--- config.mk ---
export PLATFORM = sky130hd
export DESIGN_NAME = qpmm_div
export DESIGN_NICKNAME = d
export VERILOG_FILES = /design/src/rtl/qpmm_pkg.sv /design/src/rtl/qpmm_div.sv
export SDC_FILE = /design/constraint.sdc
export NUM_CORES = 2
export LEC_CHECK = 0
export ABC_AREA = 0
export BUFFER_PORTS_ARGS = -buffer_cell sky130_fd_sc_hd__buf_2
export CAP_MARGIN = 20
export CORE_MARGIN = 2
export CORE_UTILIZATION = 29
export CTS_BUF_LIST = sky130_fd_sc_hd__clkbuf_8
export DETAILED_ROUTE_END_ITERATION = 12
export GPL_TIMING_DRIVEN = 0
export PLACE_DENSITY = 0.54
export RECOVER_POWER = 100
export SETUP_SLACK_MARGIN = 0.4
export SLEW_MARGIN = 25
export SYNTH_ARGS = -nofsm -noshare
export SYNTH_HDL_FRONTEND = slang
export SYNTH_SLANG_ARGS = --single-unit
--- constraint.sdc ---
create_clock -name clk -period 11.3 [get_ports clk]
set_input_delay 0.565 -clock clk [delete_from_list [all_inputs] [get_ports clk]]
set_output_delay 0.565 -clock clk [all_outputs]
set_load 0.01 [all_outputs]
--- src/rtl/qpmm_pkg.sv ---
// Shared types and constants of the quad plus-frame motor mixer.
package qpmm_pkg;

  localparam int unsigned N_LANES = 4;
  localparam int unsigned CFG_IDX_W = 3;
  localparam int unsigned CFG_DATA_W = 24;

  // Register indexes of the configuration port.
  typedef enum logic [CFG_IDX_W-1:0] {
    CFG_INV_HALF_ARM   = 3'd0,
    CFG_INV_QUAD_YAW   = 3'd1,
    CFG_DUTY_DIVISOR   = 3'd2,
    CFG_DUTY_THRESHOLD = 3'd3
  } cfg_idx_t;

  typedef struct packed {
    logic [15:0]        thrust_mn;
    logic signed [15:0] pitch_moment;
    logic signed [15:0] roll_moment;
    logic signed [15:0] yaw_moment;
    logic [15:0]        battery_mv;
    logic               motors_unlocked;
  } in_t;

  typedef struct packed {
    logic [15:0] duty_motor0;
    logic [15:0] duty_motor1;
    logic [15:0] duty_motor2;
    logic [15:0] duty_motor3;
    logic        drive_enable;
  } out_t;

  typedef struct packed {
    logic [23:0] inv_half_arm_q16;
    logic [23:0] inv_quad_yaw_ratio_q16;
    logic [15:0] duty_divisor;
    logic [11:0] duty_threshold;
  } cfg_t;

  // Per-request flags that ride along the pipeline next to the lanes.
  typedef struct packed {
    logic low_thrust;
    logic drive_enable;
  } side_t;

  localparam cfg_t CFG_RESET = '{
    inv_half_arm_q16:       24'd196608,
    inv_quad_yaw_ratio_q16: 24'd1024000,
    duty_divisor:           16'd208,
    duty_threshold:         12'd100
  };

  localparam logic [15:0] LOW_THRUST   = 16'd50;
  localparam int unsigned GAIN_BASE    = 303;
  localparam int unsigned GAIN_MIN     = 95;
  localparam int unsigned GAIN_MAX     = 125;
  localparam logic [6:0]  GAIN_UNKNOWN = 7'd110;
  // Quotients of battery_mv / 20 at which the gain clamps.
  localparam logic [11:0] GAIN_Q_FLOOR = 12'(GAIN_BASE - GAIN_MIN);
  localparam logic [11:0] GAIN_Q_CEIL  = 12'(GAIN_BASE - GAIN_MAX);
  // Reciprocals: floor(z/5) = (z*DIV5_RECIP)>>18 for z < 2^18,
  // floor(y/3) = (y*DIV3_RECIP)>>17 for y < 2^17.
  localparam logic [15:0] DIV5_RECIP   = 16'd52429;
  localparam logic [15:0] DIV3_RECIP   = 16'd43691;
  localparam logic [15:0] DUTY_BASE    = 16'd1000;

  localparam int unsigned QUOT_W         = 16;
  localparam int unsigned BITS_PER_STAGE = 2;
  localparam int unsigned DIV_STAGES     = QUOT_W / BITS_PER_STAGE;

endpackage

--- src/rtl/qpmm_div.sv ---
// Pipelined restoring divider by the duty divisor, four lanes, two quotient bits per stage.
module qpmm_div (
  input  logic                                              clk,
  input  logic                                              rst_n,
  input  logic                                              div_in_valid,
  input  qpmm_pkg::side_t                                   div_in_side,
  input  logic [qpmm_pkg::N_LANES-1:0][31:0]                div_in_num,
  input  logic [15:0]                                       duty_divisor,
  output logic                                              div_valid,
  output qpmm_pkg::side_t                                   div_side,
  output logic [qpmm_pkg::N_LANES-1:0][qpmm_pkg::QUOT_W-1:0] div_raw
);

  localparam int unsigned NS = qpmm_pkg::DIV_STAGES;

  logic [15:0] mpe;
  assign mpe = (duty_divisor == 16'd0) ? 16'd1 : duty_divisor;

  logic                                 v_r    [0:NS];
  qpmm_pkg::side_t                      side_r [0:NS];
  logic [qpmm_pkg::N_LANES-1:0][15:0]   rem_r  [0:NS];
  logic [qpmm_pkg::N_LANES-1:0][15:0]   lo_r   [0:NS];
  logic [qpmm_pkg::N_LANES-1:0][15:0]   quot_r [0:NS];
  logic [qpmm_pkg::N_LANES-1:0]         sat_r  [0:NS];

  // One bit of long division: shift in the next dividend bit, subtract if it fits.
  function automatic logic [47:0] div_step(input logic [15:0] rem, input logic [15:0] lo,
                                           input logic [15:0] quot, input logic [15:0] d);
    logic [16:0] t;
    logic [16:0] diff;
    logic        fit;
    t    = {rem, lo[15]};
    diff = t - {1'b0, d};
    fit  = (t >= {1'b0, d});
    return {fit ? diff[15:0] : t[15:0], lo[14:0], 1'b0, quot[14:0], fit};
  endfunction

  logic [47:0] step_nxt [1:NS][qpmm_pkg::N_LANES];

  always_comb begin
    for (int s = 1; s <= NS; s++) begin
      for (int l = 0; l < qpmm_pkg::N_LANES; l++) begin
        step_nxt[s][l] = {rem_r[s-1][l], lo_r[s-1][l], quot_r[s-1][l]};
        for (int b = 0; b < qpmm_pkg::BITS_PER_STAGE; b++) begin
          step_nxt[s][l] = div_step(step_nxt[s][l][47:32], step_nxt[s][l][31:16],
                                    step_nxt[s][l][15:0], mpe);
        end
      end
    end
  end

  always_ff @(posedge clk) begin
    if (!rst_n) begin
      for (int s = 0; s <= NS; s++) begin
        v_r[s] <= 1'b0;
      end
    end else begin
      v_r[0] <= div_in_valid;
      for (int s = 1; s <= NS; s++) begin
        v_r[s] <= v_r[s-1];
      end
    end
  end

  // Stage 0: a quotient beyond 16 bits saturates the raw duty.
  always_ff @(posedge clk) begin
    side_r[0] <= div_in_side;
    for (int l = 0; l < qpmm_pkg::N_LANES; l++) begin
      rem_r[0][l]  <= div_in_num[l][31:16];
      lo_r[0][l]   <= div_in_num[l][15:0];
      quot_r[0][l] <= '0;
      sat_r[0][l]  <= (div_in_num[l][31:16] >= mpe);
    end
    for (int s = 1; s <= NS; s++) begin
      side_r[s] <= side_r[s-1];
      sat_r[s]  <= sat_r[s-1];
      for (int l = 0; l < qpmm_pkg::N_LANES; l++) begin
        rem_r[s][l]  <= step_nxt[s][l][47:32];
        lo_r[s][l]   <= step_nxt[s][l][31:16];
        quot_r[s][l] <= step_nxt[s][l][15:0];
      end
    end
  end

  always_comb begin
    for (int l = 0; l < qpmm_pkg::N_LANES; l++) begin
      div_raw[l] = sat_r[NS][l] ? {qpmm_pkg::QUOT_W{1'b1}} : quot_r[NS][l];
    end
  end

  assign div_valid = v_r[NS];
  assign div_side  = side_r[NS];

`ifndef NO_ASSERTIONS
  // A finished lane that did not saturate leaves a remainder below the divisor.
  for (genvar g = 0; g < qpmm_pkg::N_LANES; g++) begin : g_rem_chk
    a_rem_below_divisor: assert property (@(posedge clk) disable iff (!rst_n)
      (v_r[NS] && !sat_r[NS][g]) |-> (rem_r[NS][g] < mpe))
      else $error("divider remainder not below divisor");
  end
`endif

endmodule

==> metrics <==
startpoint type of the worst setup path input port; DR vias/cell 5.08; Synth Warn # 0; number of global-route vias before repair 66,326; final setup TNS 0 ns; crit path kind input port to flop; max-cap violation count 3; count of vias placed by the detailed router 66,031; minimum period implied by the final worst setup slack 9.08 ns; total area of multi-input combinational cells 53,500 sq um; violations in the final reports capacitance limit, slew limit; buffer depth of the longest clock path 4; Die Y-Extent 525 um; total number of placement rows 191; total of flip-flops plus latches after synthesis 1,151; routability-driven placement congestion ratio 0.902; total routing usage reported by global routing 0.158; worst-skew pair later-pin latency 0.98 ns; Post-DRT Antenna Nets 0; number of antenna violations at the first check in global routing 6; CP peak stage delay 1.48 ns; leftover overflow at the end of global routing 0; fmax 110 MHz; CTS tree done; asr flop ratio synth 0; post-detail-place hpwl 166 mm; Max Clock Skew 0.0652 ns; count of final setup violators 0; post-synth top area share 0.293; synthesized instance count 8,640; cell types with the highest counts after synthesis 1,151 x dfxtp_1, 1,088 x ha_1, 721 x a21oi_1; number of port buffers 215; sequential fraction of the synthesis area 0.293; library cells used by synthesis 97; Relative slew margins -0.591; Top Ports 216; total count of max-transition violations in the final report 41; effective utilization at floorplan 0.291; share of post-route cells with drive strength above 1 0.119; DR pass1 iterations 6; net count after synthesis 9,937; Max H-tree Level 4; Buf+Inv Stages, Crit Path 5; outcome complete, but fails checks; clock-pin transition on the worst setup and hold timing paths 0.06 ns; filler instances 27,873; area taken by flip-flops and latches 23,000 sq um; die width 525 um; DRT iter0 DRCs 3,715; Crit path arrival time 9.93 ns; top cells by area in the synthesized netlist dfxtp_1 29%, ha_1 17%, mux2_2 7.9%; final-stage net count 10,528; core box area 270,000 sq um; Area growth syn-to-layout 15.3%; maximum net fanout on the critical path 27; setup repair after global routing missed its margin false; most instantiated flip-flop cell in the synthesis netlist dfxtp_1; DRC violation count after routing 0; average wire per cell in the routed design 17.4 um; utilization after layout 0.335; first-pass GRT wire length 357 mm; Setup WS pre-CTS 2.53 ns; number of CTS-inserted buffers 223; final critical-path setup slack 2.22 ns; total clock sinks 1,151; largest net degree at the start of global routing 65; kind of cell adding the most delay to the critical path compound AO/OA/AOI/OAI gates; Yosys top cell by area dfxtp_1; Hold/Removal Path Class input port to flop; die area 275,000 sq um; area of the mapped netlist 78,600 sq um; clock tree root driver cell clkbuf_8; Post-Route WL 227 mm; mean area per synthesized cell 9.10 sq um; most frequent cell after synthesis dfxtp_1; sort of element at the end of the critical path flop; number of enable-type register cells in the synthesized netlist 0; WP data required 12.15 ns; number of hold violations in the final report 0; slew at the pin with the worst max-slew slack 2.33 ns; fraction of the cycle the final worst path needs 0.804; CP max stage cell a41o_1
path summary, 6_finish.rpt:
path	from	endpoint	slack, ns	cells after the start
hold reg to reg	quot_r[2][0]$_DFF_P_	quot_r[3][2]$_DFF_P_	0.28	0
hold / removal	div_in_num[108]	lo_r[0][60]$_DFF_P_	0.19	2
setup / recovery	duty_divisor[4]	rem_r[5][60]$_DFF_P_	2.22	26
setup reg to reg	rem_r[3][38]$_DFF_P_	rem_r[4][46]$_DFF_P_	3.23	20
cell families after synthesis:
group / after synthesis / synth area share
fa+ha+maj: 1148 / 0.188
simple gates: 2074 / 0.129
flops: 1151 / 0.293
compound gates: 2426 / 0.198
xor+xnor: 709 / 0.0790
mux: 611 / 0.0866
buf+inv: 521 / 0.0258
worst reg2reg max path, cell delays in order (launching register included):
cell	delay, ns
dfxtp_1	0.36
ha_1	0.29
clkbuf_1	0.25
nand2_1	0.15
o311ai_0	0.35
a31oi_1	0.09
o311ai_0	1.76
clkbuf_1	0.49
nor2_1	0.08
a21oi_1	0.34
ha_1	0.32
nor2b_1	0.13
o21ai_0	0.20
a21oi_1	0.13
o21ai_0	0.23
a21oi_1	0.18
a221o_1	0.42
a221o_1	0.34
a21boi_0	0.88
clkbuf_1	0.54
mux2_2	0.41
sequential cells by signal (all words and copies together), names as in the netlist:
register	flops
lo_r	288
v_r	9
sat_r	36
quot_r	288
rem_r	512
side_r	18
layout make-up:
class,instances,area share
Multi-Input combinational cell,6968,0.590
Sequential cell,1151,0.254
Tap cell,3570,0.0493
Clock buffer,286,0.0434
Timing Repair Buffer,366,0.0300
Inverter,371,0.0166
Clock inverter,122,0.0105
Buffer,150,0.00639
Antenna cell,3,0.0000828
what timing repair did:
item,in CTS,in global routing
resized for setup,0,0
hold buffers,133,0
buffers inserted,0,0
hold endpoints to repair,142,0
endpoints found under the setup margin,0,0
cells in the final DEF, fill, tap and decap left out, types with 32 or more instances in the layout:
cell type and n:
a21o_1 269, mux2i_1 55, a211oi_1 79, or3_1 33, nand2_1 497, inv_1 406
mux2_1 52, nor2_1 548, dfxtp_1 1151, nor4_1 32, nand2b_1 118, o31a_1 44
nand4_1 154, xor2_1 234, o21ai_0 541, o31ai_1 75, clkbuf_1 280, nor3_1 161
or2_2 90, and3_1 43, clkbuf_8 286, a21oi_1 721, nand3_1 143, o211ai_1 38
buf_2 78, o21a_1 166, o21bai_1 105, xnor2_1 475, fa_1 60, mux2_2 504
a21boi_0 34, ha_1 1088, dlygate4sd3_1 133, a31oi_1 65, nor2b_1 124, clkinv_2 43
through the flow:
stage,cell area [sq um],hold WS (ns),std cells
2_1_floorplan,78600,0.310,8640
3_3_place_gp,84200,0.310,12425
3_5_place_dp,84800,0.312,12443
4_1_cts,91000,0.0340,12984
5_1_grt,90700,0.110,12986
6_report,90700,0.193,12987
per-layer routing:
metal	global-route usage	wire, um	up-vias	part of all wire
met1	0.213	109000	31199	0.48
met5	0	0	-	0
met3	0.0207	9560	424	0.042
li1	-	-	32943	-
met4	0.0601	8180	0	0.036
met2	0.256	99900	1465	0.44
Power is not shown: default switching activity piles up to over one toggle a cycle in this logic, so the estimate is an artifact.
