<file path="src/rtl/qpmm_pkg.sv">
// Shared types and constants of the quad plus-frame motor mixer.
package qpmm_pkg;

  localparam int unsigned N_LANES = 4;
  localparam int unsigned CFG_IDX_W = 3;
  localparam int unsigned CFG_DATA_W = 24;

  // Register indexes of the configuration port.
  typedef enum logic [CFG_IDX_W-1:0] {
    CFG_INV_HALF_ARM   = 3'd0,
    CFG_INV_QUAD_YAW   = 3'd1,
    CFG_DUTY_DIVISOR   = 3'd2,
    CFG_DUTY_THRESHOLD = 3'd3
  } cfg_idx_t;

  typedef struct packed {
    logic [15:0]        thrust_mn;
    logic signed [15:0] pitch_moment;
    logic signed [15:0] roll_moment;
    logic signed [15:0] yaw_moment;
    logic [15:0]        battery_mv;
    logic               motors_unlocked;
  } in_t;

  typedef struct packed {
    logic [15:0] duty_motor0;
    logic [15:0] duty_motor1;
    logic [15:0] duty_motor2;
    logic [15:0] duty_motor3;
    logic        drive_enable;
  } out_t;

  typedef struct packed {
    logic [23:0] inv_half_arm_q16;
    logic [23:0] inv_quad_yaw_ratio_q16;
    logic [15:0] duty_divisor;
    logic [11:0] duty_threshold;
  } cfg_t;

  // Per-request flags that ride along the pipeline next to the lanes.
  typedef struct packed {
    logic low_thrust;
    logic drive_enable;
  } side_t;

  localparam cfg_t CFG_RESET = '{
    inv_half_arm_q16:       24'd196608,
    inv_quad_yaw_ratio_q16: 24'd1024000,
    duty_divisor:           16'd208,
    duty_threshold:         12'd100
  };

  localparam logic [15:0] LOW_THRUST   = 16'd50;
  localparam int unsigned GAIN_BASE    = 303;
  localparam int unsigned GAIN_MIN     = 95;
  localparam int unsigned GAIN_MAX     = 125;
  localparam logic [6:0]  GAIN_UNKNOWN = 7'd110;
  // Quotients of battery_mv / 20 at which the gain clamps.
  localparam logic [11:0] GAIN_Q_FLOOR = 12'(GAIN_BASE - GAIN_MIN);
  localparam logic [11:0] GAIN_Q_CEIL  = 12'(GAIN_BASE - GAIN_MAX);
  // Reciprocals: floor(z/5) = (z*DIV5_RECIP)>>18 for z < 2^18,
  // floor(y/3) = (y*DIV3_RECIP)>>17 for y < 2^17.
  localparam logic [15:0] DIV5_RECIP   = 16'd52429;
  localparam logic [15:0] DIV3_RECIP   = 16'd43691;
  localparam logic [15:0] DUTY_BASE    = 16'd1000;

  localparam int unsigned QUOT_W         = 16;
  localparam int unsigned BITS_PER_STAGE = 2;
  localparam int unsigned DIV_STAGES     = QUOT_W / BITS_PER_STAGE;

endpackage

</file>
<file path="src/rtl/qpmm_duty.sv">
// Output stages: raw*5/12, threshold offset, low-thrust override and result register.
module qpmm_duty (
  input  logic                                               clk,
  input  logic                                               rst_n,
  input  logic                                               duty_in_valid,
  input  qpmm_pkg::side_t                                    duty_in_side,
  input  logic [qpmm_pkg::N_LANES-1:0][qpmm_pkg::QUOT_W-1:0] duty_in_raw,
  input  logic [11:0]                                        duty_threshold,
  output logic                                               out_valid,
  output qpmm_pkg::out_t                                     out_result
);

  // Stage A: y = floor(raw*5/4), times the reciprocal of three.
  logic                               va_r;
  qpmm_pkg::side_t                    side_a_r;
  logic [qpmm_pkg::N_LANES-1:0][32:0] m_a_r;

  logic [18:0] x5 [qpmm_pkg::N_LANES];
  logic [32:0] m_nxt [qpmm_pkg::N_LANES];

  always_comb begin
    for (int l = 0; l < qpmm_pkg::N_LANES; l++) begin
      x5[l]    = 19'(duty_in_raw[l]) + {1'b0, duty_in_raw[l], 2'b0};
      m_nxt[l] = 33'(x5[l][18:2]) * 33'(qpmm_pkg::DIV3_RECIP);
    end
  end

  always_ff @(posedge clk) begin
    if (!rst_n) begin
      va_r <= 1'b0;
    end else begin
      va_r <= duty_in_valid;
    end
  end

  always_ff @(posedge clk) begin
    side_a_r <= duty_in_side;
    for (int l = 0; l < qpmm_pkg::N_LANES; l++) begin
      m_a_r[l] <= m_nxt[l];
    end
  end

  // Stage B: offsets, saturation and low-thrust override.
  logic           out_valid_r;
  qpmm_pkg::out_t out_r, out_nxt;
  logic [16:0]    sum [qpmm_pkg::N_LANES];
  logic [15:0]    duty [qpmm_pkg::N_LANES];

  always_comb begin
    for (int l = 0; l < qpmm_pkg::N_LANES; l++) begin
      sum[l] = 17'(m_a_r[l][32:17]) + 17'(duty_threshold) + 17'(qpmm_pkg::DUTY_BASE);
      if (side_a_r.low_thrust) begin
        duty[l] = qpmm_pkg::DUTY_BASE;
      end else begin
        duty[l] = sum[l][16] ? 16'hFFFF : sum[l][15:0];
      end
    end
    out_nxt.duty_motor0  = duty[0];
    out_nxt.duty_motor1  = duty[1];
    out_nxt.duty_motor2  = duty[2];
    out_nxt.duty_motor3  = duty[3];
    out_nxt.drive_enable = side_a_r.drive_enable;
  end

  always_ff @(posedge clk) begin
    if (!rst_n) begin
      out_valid_r <= 1'b0;
    end else begin
      out_valid_r <= va_r;
    end
  end

  always_ff @(posedge clk) begin
    out_r <= out_nxt;
  end

  assign out_valid  = out_valid_r;
  assign out_result = out_r;

`ifndef NO_ASSERTIONS
  a_duty_floor: assert property (@(posedge clk) disable iff (!rst_n)
    out_valid_r |-> (out_r.duty_motor0 >= qpmm_pkg::DUTY_BASE) &&
                    (out_r.duty_motor1 >= qpmm_pkg::DUTY_BASE) &&
                    (out_r.duty_motor2 >= qpmm_pkg::DUTY_BASE) &&
                    (out_r.duty_motor3 >= qpmm_pkg::DUTY_BASE))
    else $error("duty below base value");

  a_low_thrust_flat: assert property (@(posedge clk) disable iff (!rst_n)
    (va_r && side_a_r.low_thrust) |=>
      (out_r.duty_motor0 == qpmm_pkg::DUTY_BASE) &&
      (out_r.duty_motor1 == qpmm_pkg::DUTY_BASE) &&
      (out_r.duty_motor2 == qpmm_pkg::DUTY_BASE) &&
      (out_r.duty_motor3 == qpmm_pkg::DUTY_BASE))
    else $error("low thrust result not flat");

  a_enable_follows: assert property (@(posedge clk) disable iff (!rst_n)
    ($past(rst_n) && out_valid_r) |-> (out_r.drive_enable == $past(side_a_r.drive_enable)))
    else $error("drive enable does not follow its request");
`endif

endmodule

</file>
<file path="config.mk">
export PLATFORM = sky130hd
export DESIGN_NAME = qpmm_duty
export DESIGN_NICKNAME = d
export VERILOG_FILES = /design/src/rtl/qpmm_pkg.sv /design/src/rtl/qpmm_duty.sv
export SDC_FILE = /design/constraint.sdc
export NUM_CORES = 2
export LEC_CHECK = 0
export BUFFER_PORTS_ARGS = -buffer_cell sky130_fd_sc_hd__clkbuf_2
export CAP_MARGIN = 20
export CELL_PAD_IN_SITES_DETAIL_PLACEMENT = 1
export CELL_PAD_IN_SITES_GLOBAL_PLACEMENT = 2
export CORE_ASPECT_RATIO = 0.8
export CORE_MARGIN = 2
export CORE_UTILIZATION = 40
export CTS_BUF_LIST = sky130_fd_sc_hd__clkbuf_4 sky130_fd_sc_hd__clkbuf_8
export CTS_CLUSTER_DIAMETER = 150
export DETAILED_ROUTE_END_ITERATION = 16
export GPL_ROUTABILITY_DRIVEN = 0
export PLACE_DENSITY_LB_ADDON = 0.1
export SLEW_MARGIN = 15
export SYNTH_ARGS = -nofsm -noshare
export SYNTH_HDL_FRONTEND = slang
export SYNTH_SLANG_ARGS = --single-unit
</file>
<file path="constraint.sdc">
create_clock -name clk -period 14.3 [get_ports clk]
set_input_delay 2.86 -clock clk [delete_from_list [all_inputs] [get_ports clk]]
set_output_delay 2.86 -clock clk [all_outputs]
set_load 0.05 [all_outputs]
</file>
==> out/qor.yml <==
outcome: "complete, no violations"
die_h_microns: 238
slew_viol_final: 0
path_clk_slew_ns: 0.08
first_global_vias: 22200
fin_crit_ns: 10.65
rows: 85
fmax_ghz: 0.0939
cts_buffer_depth: 2
netlist-cell-type-count: 73
ant_nets: 0
postCtsSetupBuffers: 0
criticalPathCategory: "in -> reg"
stdcell_area_sq_mm: 0.0297
hp-class: "reg -> reg"
grt_start_max_net_pins: 42
nets: 4208
cpPeakStageDelay_ns: 0.57
drc: 0
async_flop_share_pct: 0
start_util_pct: 40.6
synth-seq-cells: 133
dr.pass1.iters: 5
crit_fanout: 4
track_usage_pct: 21.3
tns_ns: 0
synth-edff-count: 0
clk_latency_ns: 0.47
utilization_pct: 44.0
cts_tree: "built"
synth_area_per_cell_sq_um: 9.26
synthesis.instances: 2958
antenna_found_initial: 4
maxSlewHeadroom_pct: 33.7
grt_pass1_wl_mm: 118
synth.top_cells.by_area: "ha_1, fa_1, inv_1, dfxtp_1, xnor2_1"
synth_top_cell_by_area: "ha_1"
synth.yosys.seq_area_share_pct: 9.72
start_kind: "primary input"
die-area_sq_mm: 0.0706
wl_mm: 72.2
wl_per_cell_microns: 17.9
synthAdderAreaFrac_pct: 55.2
syn_area_sq_mm: 0.0274
cp.arrival_ns: 10.99
synth_top_family_by_area: "adder cells"
critical_path.endpoint_type: "flip-flop"
cts_buffers: 17
io_pins: 147
yosysTopAreaCellShare_pct: 31.0
cts.sinks: 133
finalSetupViolations: 0
slowest_stage: "a2111oi_0"
postPlaceCellArea_sq_mm: 0.0293
hold_buffers: 0
drive_above_1_share_pct: 6.71
required_ns: 14.65
hold_ws_ns: 0.338
grt_setup_unrepaired: "no"
area_delta_synth_final_pct: 8.54
synthMuxAreaShare_pct: 0.151
synth_compound_area_share_pct: 10.2
yosys.area_share.simple_pct: 7.54
synth_warnings: 0
grt_overflow: 0
cts_root_buf: "clkbuf_8"
dpl.hpwl_mm: 65.7
hold_viol_final: 0
syn-num-nets: 4049
drv_cap: 0
die_w_microns: 297
cts.htree.levels: 4
vias: 20300
ctsResizeCount: 0
synth-main-ff-cell: "dfxtp_1"
core_area_sq_mm: 0.0675
via_per_inst: 5.03
tightest_slew_ns: 0.988
clock_skew_ns: 0.0130
synthXorXnorAreaFrac_pct: 6.89
io_buffers: 146
period_share_pct: 74.4
drt_iter0_markers: 736
-- worst paths after layout --
| check | startpoint | to | slack, ns | cells past startpoint |
|---|---|---|---|---|
| worst min-delay path | out_nxt[0]$_DFF_P_ | out_result[0]$_DFF_P_ | 0.34 | 0 |
| worst min register to register | out_nxt[0]$_DFF_P_ | out_result[0]$_DFF_P_ | 0.34 | 0 |
| worst max-delay path | duty_in_raw[50] | m_a_r[131]$_DFF_P_ | 3.65 | 32 |
| worst max register to register | m_a_r[51]$_DFF_P_ | out_result[48]$_SDFF_PP0_ | 10.89 | 12 |
-- critical path, delay by kind of cell --
| kind | cells | cell delay [ns] |
|---|---|---|
| AO/OA/AOI/OAI | 12 | 3.38 |
| XOR/XNOR | 3 | 0.84 |
| AND/OR/NAND/NOR | 3 | 0.39 |
| adder cells (fa/ha/maj) | 8 | 3.00 |
| buffers and inverters | 6 | 0.55 |
-- layer usage --
layer / GRT usage [%] / vias up / wire, microns
li1: - / 9975 / -
met1: 33.9 / 10100 / 39900
met2: 31.6 / 242 / 29500
met3: 2.58 / 24 / 2410
met4: 2.08 / 0 / 440
met5: 0 / - / 0
-- sequential cells by signal (all words and copies together) (netlist names) --
register and count:
out_result 65, m_a_r 64, out_nxt 1, out_valid 1, side_a_r 1, va_r 1
-- Yosys cell counts, types with 3 or more instances --
library cell	instances
or2_2	12
and3b_1	3
ha_1	679
and4_1	11
or3_1	9
nor2_1	102
o31ai_1	12
nand4_1	12
a41oi_1	5
a31o_2	3
fa_1	331
dfxtp_1	133
o21ai_0	62
nand4b_1	4
a41o_1	4
nor2b_1	25
or4_1	3
and2_1	14
nand2b_1	13
nor4_1	3
nor3_1	42
o211ai_1	8
o21bai_1	11
mux2i_1	3
inv_1	738
a2111oi_0	6
a21oi_1	157
clkbuf_1	12
nand3_1	37
a221oi_1	3
and3_1	16
o21a_1	24
a31oi_1	14
a21o_1	69
a21boi_0	5
nand2_1	96
a221o_1	3
xor2_1	78
a211oi_1	15
xnor2_1	133
o2111ai_1	4
a22oi_1	4
nor3b_1	3
-- per-stage QoR --
stage               std cells  setup slack [ns]
floorplan                2958              4.22
finish                   4043              3.65
CTS                      4040              3.67
detailed placement       4009              3.21
global placement         4009              3.48
global route             4043              3.05
-- cell families (layout without fill, tap and decap cells) --
group,Yosys count,after routing
XOR/XNOR,213,213
other,0,1
multiplexers,4,4
AND/OR/NAND/NOR,413,413
AO/OA/AOI/OAI,434,434
adder cells (fa/ha/maj),1010,1010
buffers and inverters,751,922
flip-flops,133,133
-- final cells by class --
| type | instances | area (sq um) |
|---|---|---|
| multi-input combinational | 2074 | 21900 |
| fill | 7891 | 37800 |
| antenna | 1 | 2.50 |
| timing repair buffer | 152 | 776 |
| sequential | 133 | 2660 |
| tap | 913 | 1140 |
| clock buffer | 18 | 241 |
| inverter | 739 | 2770 |
| clock inverter | 13 | 221 |
-- placed cells by master (no fill, tap or decap), types with 13 or more instances in the layout --
| master | Yosys | routed |
|---|---|---|
| nor2b_1 | 25 | 25 |
| nand2_1 | 96 | 96 |
| nand2b_1 | 13 | 13 |
| clkbuf_2 | 0 | 146 |
| a21oi_1 | 157 | 157 |
| and2_1 | 14 | 14 |
| fa_1 | 331 | 331 |
| o21ai_0 | 62 | 62 |
| nor2_1 | 102 | 102 |
| o21a_1 | 24 | 24 |
| nor3_1 | 42 | 42 |
| clkbuf_8 | 0 | 17 |
| xnor2_1 | 133 | 133 |
| xor2_1 | 78 | 78 |
| ha_1 | 679 | 679 |
| a211oi_1 | 15 | 15 |
| and3_1 | 16 | 16 |
| nand3_1 | 37 | 37 |
| inv_1 | 738 | 738 |
| a31oi_1 | 14 | 14 |
| a21o_1 | 69 | 69 |
| dfxtp_1 | 133 | 132 |
Power is not shown: default switching activity piles up to over one toggle a cycle in this logic, so the estimate is an artifact.
