===== src/rtl/qpmm_pkg.sv =====
// Shared types and constants of the quad plus-frame motor mixer.
package qpmm_pkg;

  localparam int unsigned N_LANES = 4;
  localparam int unsigned CFG_IDX_W = 3;
  localparam int unsigned CFG_DATA_W = 24;

  // Register indexes of the configuration port.
  typedef enum logic [CFG_IDX_W-1:0] {
    CFG_INV_HALF_ARM   = 3'd0,
    CFG_INV_QUAD_YAW   = 3'd1,
    CFG_DUTY_DIVISOR   = 3'd2,
    CFG_DUTY_THRESHOLD = 3'd3
  } cfg_idx_t;

  typedef struct packed {
    logic [15:0]        thrust_mn;
    logic signed [15:0] pitch_moment;
    logic signed [15:0] roll_moment;
    logic signed [15:0] yaw_moment;
    logic [15:0]        battery_mv;
    logic               motors_unlocked;
  } in_t;

  typedef struct packed {
    logic [15:0] duty_motor0;
    logic [15:0] duty_motor1;
    logic [15:0] duty_motor2;
    logic [15:0] duty_motor3;
    logic        drive_enable;
  } out_t;

  typedef struct packed {
    logic [23:0] inv_half_arm_q16;
    logic [23:0] inv_quad_yaw_ratio_q16;
    logic [15:0] duty_divisor;
    logic [11:0] duty_threshold;
  } cfg_t;

  // Per-request flags that ride along the pipeline next to the lanes.
  typedef struct packed {
    logic low_thrust;
    logic drive_enable;
  } side_t;

  localparam cfg_t CFG_RESET = '{
    inv_half_arm_q16:       24'd196608,
    inv_quad_yaw_ratio_q16: 24'd1024000,
    duty_divisor:           16'd208,
    duty_threshold:         12'd100
  };

  localparam logic [15:0] LOW_THRUST   = 16'd50;
  localparam int unsigned GAIN_BASE    = 303;
  localparam int unsigned GAIN_MIN     = 95;
  localparam int unsigned GAIN_MAX     = 125;
  localparam logic [6:0]  GAIN_UNKNOWN = 7'd110;
  // Quotients of battery_mv / 20 at which the gain clamps.
  localparam logic [11:0] GAIN_Q_FLOOR = 12'(GAIN_BASE - GAIN_MIN);
  localparam logic [11:0] GAIN_Q_CEIL  = 12'(GAIN_BASE - GAIN_MAX);
  // Reciprocals: floor(z/5) = (z*DIV5_RECIP)>>18 for z < 2^18,
  // floor(y/3) = (y*DIV3_RECIP)>>17 for y < 2^17.
  localparam logic [15:0] DIV5_RECIP   = 16'd52429;
  localparam logic [15:0] DIV3_RECIP   = 16'd43691;
  localparam logic [15:0] DUTY_BASE    = 16'd1000;

  localparam int unsigned QUOT_W         = 16;
  localparam int unsigned BITS_PER_STAGE = 2;
  localparam int unsigned DIV_STAGES     = QUOT_W / BITS_PER_STAGE;

endpackage


===== src/rtl/qpmm_cfg_regs.sv =====
// Configuration register bank of the motor mixer.
module qpmm_cfg_regs (
  input  logic                                clk,
  input  logic                                rst_n,
  input  logic                                cfg_we,
  input  logic [qpmm_pkg::CFG_IDX_W-1:0]      cfg_index,
  input  logic [qpmm_pkg::CFG_DATA_W-1:0]     cfg_data,
  output qpmm_pkg::cfg_t                      cfg
);

  qpmm_pkg::cfg_t cfg_r, cfg_nxt;

  always_comb begin
    cfg_nxt = cfg_r;
    if (cfg_we) begin
      unique case (cfg_index)
        qpmm_pkg::CFG_INV_HALF_ARM:   cfg_nxt.inv_half_arm_q16 = cfg_data;
        qpmm_pkg::CFG_INV_QUAD_YAW:   cfg_nxt.inv_quad_yaw_ratio_q16 = cfg_data;
        qpmm_pkg::CFG_DUTY_DIVISOR:   cfg_nxt.duty_divisor = cfg_data[15:0];
        qpmm_pkg::CFG_DUTY_THRESHOLD: cfg_nxt.duty_threshold = cfg_data[11:0];
        default: ;
      endcase
    end
  end

  always_ff @(posedge clk) begin
    if (!rst_n) begin
      cfg_r <= qpmm_pkg::CFG_RESET;
    end else begin
      cfg_r <= cfg_nxt;
    end
  end

  assign cfg = cfg_r;

endmodule


===== config.mk =====
export PLATFORM = sky130hd
export DESIGN_NAME = qpmm_cfg_regs
export DESIGN_NICKNAME = d
export VERILOG_FILES = /design/src/rtl/qpmm_pkg.sv /design/src/rtl/qpmm_cfg_regs.sv
export SDC_FILE = /design/constraint.sdc
export NUM_CORES = 1
export LEC_CHECK = 0
export BUFFER_PORTS_ARGS = -buffer_cell sky130_fd_sc_hd__buf_2
export CAP_MARGIN = 20
export CELL_PAD_IN_SITES_DETAIL_PLACEMENT = 1
export CELL_PAD_IN_SITES_GLOBAL_PLACEMENT = 1
export CORE_MARGIN = 1.5
export CORE_UTILIZATION = 30
export CTS_CLUSTER_DIAMETER = 150
export DETAILED_ROUTE_END_ITERATION = 10
export GPL_ROUTABILITY_DRIVEN = 0
export PLACE_DENSITY_LB_ADDON = 0.1
export SLEW_MARGIN = 30
export SYNTH_ARGS = -nofsm -noshare
export SYNTH_HDL_FRONTEND = slang
export SYNTH_SLANG_ARGS = --single-unit

===== constraint.sdc =====
create_clock -name clk -period 2 [get_ports clk]
set_clock_uncertainty 0.15 [all_clocks]
set_input_delay 0.3 -clock clk [delete_from_list [all_inputs] [get_ports clk]]
set_output_delay 0.3 -clock clk [all_outputs]
set_load 0.02 [all_outputs]

==> results of run 1 <==
[synthesized netlist by cell type]
master      n  area share
and4bb_2    1      0.0043
mux2i_1    76        0.26
buf_1       2      0.0026
buf_6       2      0.0077
nor2b_1    25       0.053
and4b_1     1      0.0034
buf_4       3      0.0077
or4b_1      1      0.0034
dfxtp_1    76        0.52
nor4b_1     1      0.0030
buf_2       5      0.0085
nand2_1    84        0.11
nor4bb_1    1      0.0034
nand4bb_1   1      0.0038
nand4b_1    1      0.0030
clkbuf_1    9       0.012
[per-layer routing]
layer,vias to the layer above,part of all wire
met5,-,0
met4,0,0.012
met3,8,0.060
met2,59,0.48
met1,1086,0.45
li1,1158,-
[per-stage QoR]
step / cells / power (mW) / setup WS (ns)
after floorplan: 289 / 1.758 / 0.6450
after global placement: 510 / 1.866 / 0.3751
after detailed placement: 510 / 1.870 / 0.3401
after CTS: 526 / 3.046 / 0.6572
after global routing: 526 / 3.135 / 0.6260
final: 526 / 2.987 / 0.6804
[logic make-up after synthesis]
logic type | after synthesis
simple gates | 116
mux | 76
flops | 76
buf+inv | 21
[final cells by class]
| cell class | count | area, um2 |
|---|---|---|
| well taps | 129 | 161.4 |
| clock inverters | 6 | 65.06 |
| repair buffers | 113 | 638.1 |
| clock buffers | 10 | 127.6 |
| fillers | 1153 | 5548 |
| flip-flops and latches | 76 | 1521 |
| multi-input cells | 192 | 1310 |
[where the power goes]
| group | switching [mW] | internal, mW |
|---|---|---|
| logic | 0.160 | 0.107 |
| registers | 0.0163 | 1.55 |
| clock network | 0.581 | 0.577 |
[worst paths after layout]
path	from	endpoint	slack, ns	cells after the start
worst max-delay path	cfg[69]	cfg[69]	0.68	1
worst min register to register	cfg[9]	cfg[9]	0.31	2
worst min-delay path	cfg_data[19]	cfg[71]	0.06	3
worst max register to register	cfg[46]	cfg[46]	1.22	2
==> results.md, run 1 <==
* Status: finished, final reports clean
* Family with the most delay on the worst path: flip-flops
* Residual DRC at 0
* Worst path bufs/invs at 1
* Die area at 10390 um2
* Syn nets at approximately 320
* Fin util at 0.4080
* GRT Total Usage at 0.1577
* Die Height at 101.9 um
* Crit Path Class: reg -> out
* Hold buffer count at cts at 0
* Fmax at 0.7578 GHz
* Total of warnings raised by yosys at 0
* Layout cell share with drive strength beyond 1 at 0.3275
* Post-Synth Adder-Cell Area at 0
* Met2 Use GR at 0.2595
* WL final at 7693 um
* Sink Count at 76
* Met1 usage at 0.1954
* Critical Path End Type: output pin
* Main combinational cell family by area after synthesis: multiplexers
* Min Tclk post-route at 1.320 ns
* # resized after CTS at 0
* First-pass GRT wire length at about 12000 um
* Pwr/cell area at 781.3 nW/um2
* Register area share after synthesis at 0.5181
* Final worst-path cycle share at 0.6598
* Syn_area_per_cell at 10.16 um2
* Register bit total from synthesis at 76
* CTS root buffer: clkbuf_8
* Worst hold slack at roughly 0.06 ns
* DR vias at 2311
* Largest net degree at the start of global routing at 35
* Slew @ Worst Pin at 0.3762 ns
* Cell area after layout at 3824 um2
* GR met3 Demand/Resource at 0.04241
* Multiplexer area fraction after synthesis at 0.2591
* CP required at 1.55 ns
* Core ar. at 9371 um2
* Largest fanout on the critical path at 2
* Relative slew slack at 0.7492
* Layout Area Growth over Synthesis at 30.21%
* Setup violators final at 0
* I/O Pins at 106
* Leakage Power at 1.784 nW
* WL/cell at 14.63 um
* Clock Pin Slew Worst Setup and Hold Paths at roughly 0.090 ns
* H-tree levels at 3
* Crit-path max cell delay at 0.35 ns
* Initial antenna violation count at 0
* Die Width at 101.9 um
* Final nets at 422
* Hold Fails Final Rpt at 0
* Slowest CP cell: dfxtp_1
* Hpwl dp at between 5000 and 6000 um
* Setup TNS at 0 ns
* Max reg flops at 76
* Post-synthesis simple-gate area fraction at 0.1849
* Most common cell after layout, fill and taps aside: buf_2
* Clock Path Buffers at 2
* Drt pass-1 iters at 4
* Row cnt at 35
* Synth Area in Compound Gates at 0
* Pins over their slew limit at 0
* DR iter-0 viols at 42
* Synth cell types at 16
* Peak VDD IR at 0.0002923 V
* Insertion delay to the later sink of the worst-skew pair at 0.34 ns
* Overflow after GRT at 0
* Placed instance area at 3631 um2
* Total CTS buffers at 9
* ANT cells at 0
* Min-Delay Path Class: in -> reg
* Mapped cell area at a little under 3000 um2
* RSZ-0062 raised after global routing: no
* Post-CTS Setup Bufs at 0
* Starting density of the core at 0.3134
* WP data arrival at 0.87 ns
* XOR/XNOR share of the synthesized area at 0
* Routed Antenna Nets at 0
* Max_cap viols at 0
* Drt via density at 4.394
* Vias in the first global route at 2383
* Startpoint types: flop
* Most frequent cells in the layout: buf_2, nand2_1, mux2i_1, dfxtp_1, nor2b_1
* I/O Buffers at roughly 110
* CTS tree: yes
* Sequence of cells on the critical path: buf_2
* Post-Syn Instances at slightly below 300
* GRT busiest layer: met2
Note: power is estimated with default switching activity, not from simulation.
==> run 2, diff against run 1 <==
Clock period 2 ns to 1.3 ns, I/O delays scaled along.
==> run 2 against run 1 <==
Effect of this change:
- wire length increased by 1.3%
- core utilization rose by 2.9 points
- combinational power is 75% higher
- sequential power up 54%
- sequential cell count is the same
- critical path depth did not move
- critical path type unchanged
- clock power rose by 78%
- largest power group unchanged
- sequential share of layout area down 2.6 points
- worst hold slack lost 0.042 ns
- power up 65%
- cell count rose by 4.0%
- die area did not move
==> results.md, run 2 (synthesized netlist as in run 1, its figures left out) <==
* Status: finished, final reports clean
* Fmax at 0.8084 GHz
* Drt pass-1 iters at 4
* RSZ-0062 raised after global routing: no
* Post-CTS Setup Bufs at 0
* Layout Area Growth over Synthesis at 39.45%
* Family with the most delay on the worst path: flip-flops
* Hold Fails Final Rpt at 0
* CTS tree: yes
* Leakage Power at 1.910 nW
* Clock Path Buffers at 2
* WL/cell at 14.24 um
* Max reg flops at 76
* DR vias at 2380
* Fin cells at 547
* Reg area at 1521 um2
* Peak VDD IR at approximately 0.00048 V
* Routed Antenna Nets at 0
* Most common cell after layout, fill and taps aside: buf_2
* Setup violators final at 0
* Min Tclk post-route at around 1.2 ns
* DR iter-0 viols at 47
* CTS root buffer: clkbuf_8
* Pins over their slew limit at 0
* Total CTS buffers at 9
* Row cnt at 35
* Starting density of the core at 0.3134
* Die Width at 101.9 um
* Sequence of cells on the critical path: buf_2
* Final worst slack at 0.06292 ns
* Final worst-path cycle share at 0.9516
* Hold buffer count at cts at 15
* Hpwl dp at 5552 um
* WL final at 7790 um
* Cells after DPL at roughly 520
* Min-Delay Path Class: in -> reg
* First-pass GRT wire length at about 12000 um
* I/O Pins at 106
* Sink Count at 76
* Pwr/cell area at 1205 nW/um2
* Die area at 10390 um2
* Max_cap viols at 0
* ANT cells at 0
* Drt via density at 4.351
* Overflow after GRT at 0
* Relative slew slack at 0.7891
* Vias in the first global route at 2487
* Largest fanout on the critical path at 2
* Worst path bufs/invs at 1
* Clock Pin Slew Worst Setup and Hold Paths at roughly 0.09 ns
* CP required at 0.95 ns
* Core ar. at 9371 um2
* GRT Total Usage at 0.1551
* Slowest CP cell: dfxtp_1
* Insertion delay to the later sink of the worst-skew pair at 0.34 ns
* Number of fill cells at 1125
* Layout cell share with drive strength beyond 1 at 0.3278
* # resized after CTS at 0
* Most frequent cells in the layout: buf_2, nand2_1, mux2i_1, dfxtp_1, nor2b_1
* H-tree levels at 3
* Pre-CTS setup slack at -0.1696 ns
* Crit-path max cell delay at 0.37 ns
* Largest net degree at the start of global routing at 55
* Final nets at 443
* Startpoint types: flop
* Area occupied by multi-input gates at 1310 um2
* Initial antenna violation count at 0
* Critical Path End Type: output pin
* Slew @ Worst Pin at approximately 0.31 ns
* Die Height at 101.9 um
* I/O Buffers at 105
* Residual DRC at 0
* Crit Path Class: reg -> out
* WP data arrival at 0.89 ns
run 2: changes by cell type in the layout (fill, tap and decap cells not counted):
cell,delta
dlygate4sd3_1,+15
buf_12,+3
bufinv_16,+1
clkbuf_8,+1
clkinv_2,-2
clkinv_4,-1
buf_4,+3
clkbuf_1,-1
inv_6,+2
run 2: power breakdown:
group	total (mW)	internal, mW	switching [mW]
registers	2.40	2.38	0.0250
clock network	2.06	1.15	0.914
logic	0.466	0.209	0.257
run 2: per-stage QoR:
stage                     total power, mW  TNS, ns    util  hold slack, ns  area (um2)
after floorplan                     2.704        0       -          0.1872        2937
after global placement              2.890   -2.166  0.3963          0.2894        3714
after detailed placement            2.898   -3.403  0.3963          0.2971        3714
after CTS                           5.033        0  0.4370        0.001305        4095
after global routing                5.157        0  0.4370         0.02290        4095
final                               4.933        0  0.4370         0.01812        4095
run 2: worst reg2reg max path: stages, from the launching register on:
cell and delay, ns:
dfxtp_1 0.32, nor2b_1 0.12, mux2i_1 0.08
run 2: final cells by class:
cell class	count	share of cell area
Clock buffer	10	0.03361
Clock inverter	6	0.02291
Multi-Input combinational cell	192	0.3199
Sequential cell	76	0.3715
Tap cell	129	0.03941
Timing Repair Buffer	134	0.2126
run 2: routing by layer:
layer,wire length (um),vias to the layer above,global-route usage
li1,-,1202,-
met1,3538,1102,0.1837
met2,3679,63,0.2646
met3,407,13,0.03899
met4,165,0,0.07165
met5,0,-,0
run 2: path summary, 6_finish.rpt:
path	start	end	slack, ns	cells after the start
worst max-delay path	cfg[30]	cfg[30]	0.06	1
worst max register to register	cfg[19]	cfg[19]	0.53	2
worst min-delay path	cfg_data[12]	cfg[40]	0.02	3
worst min register to register	cfg[71]	cfg[71]	0.31	2
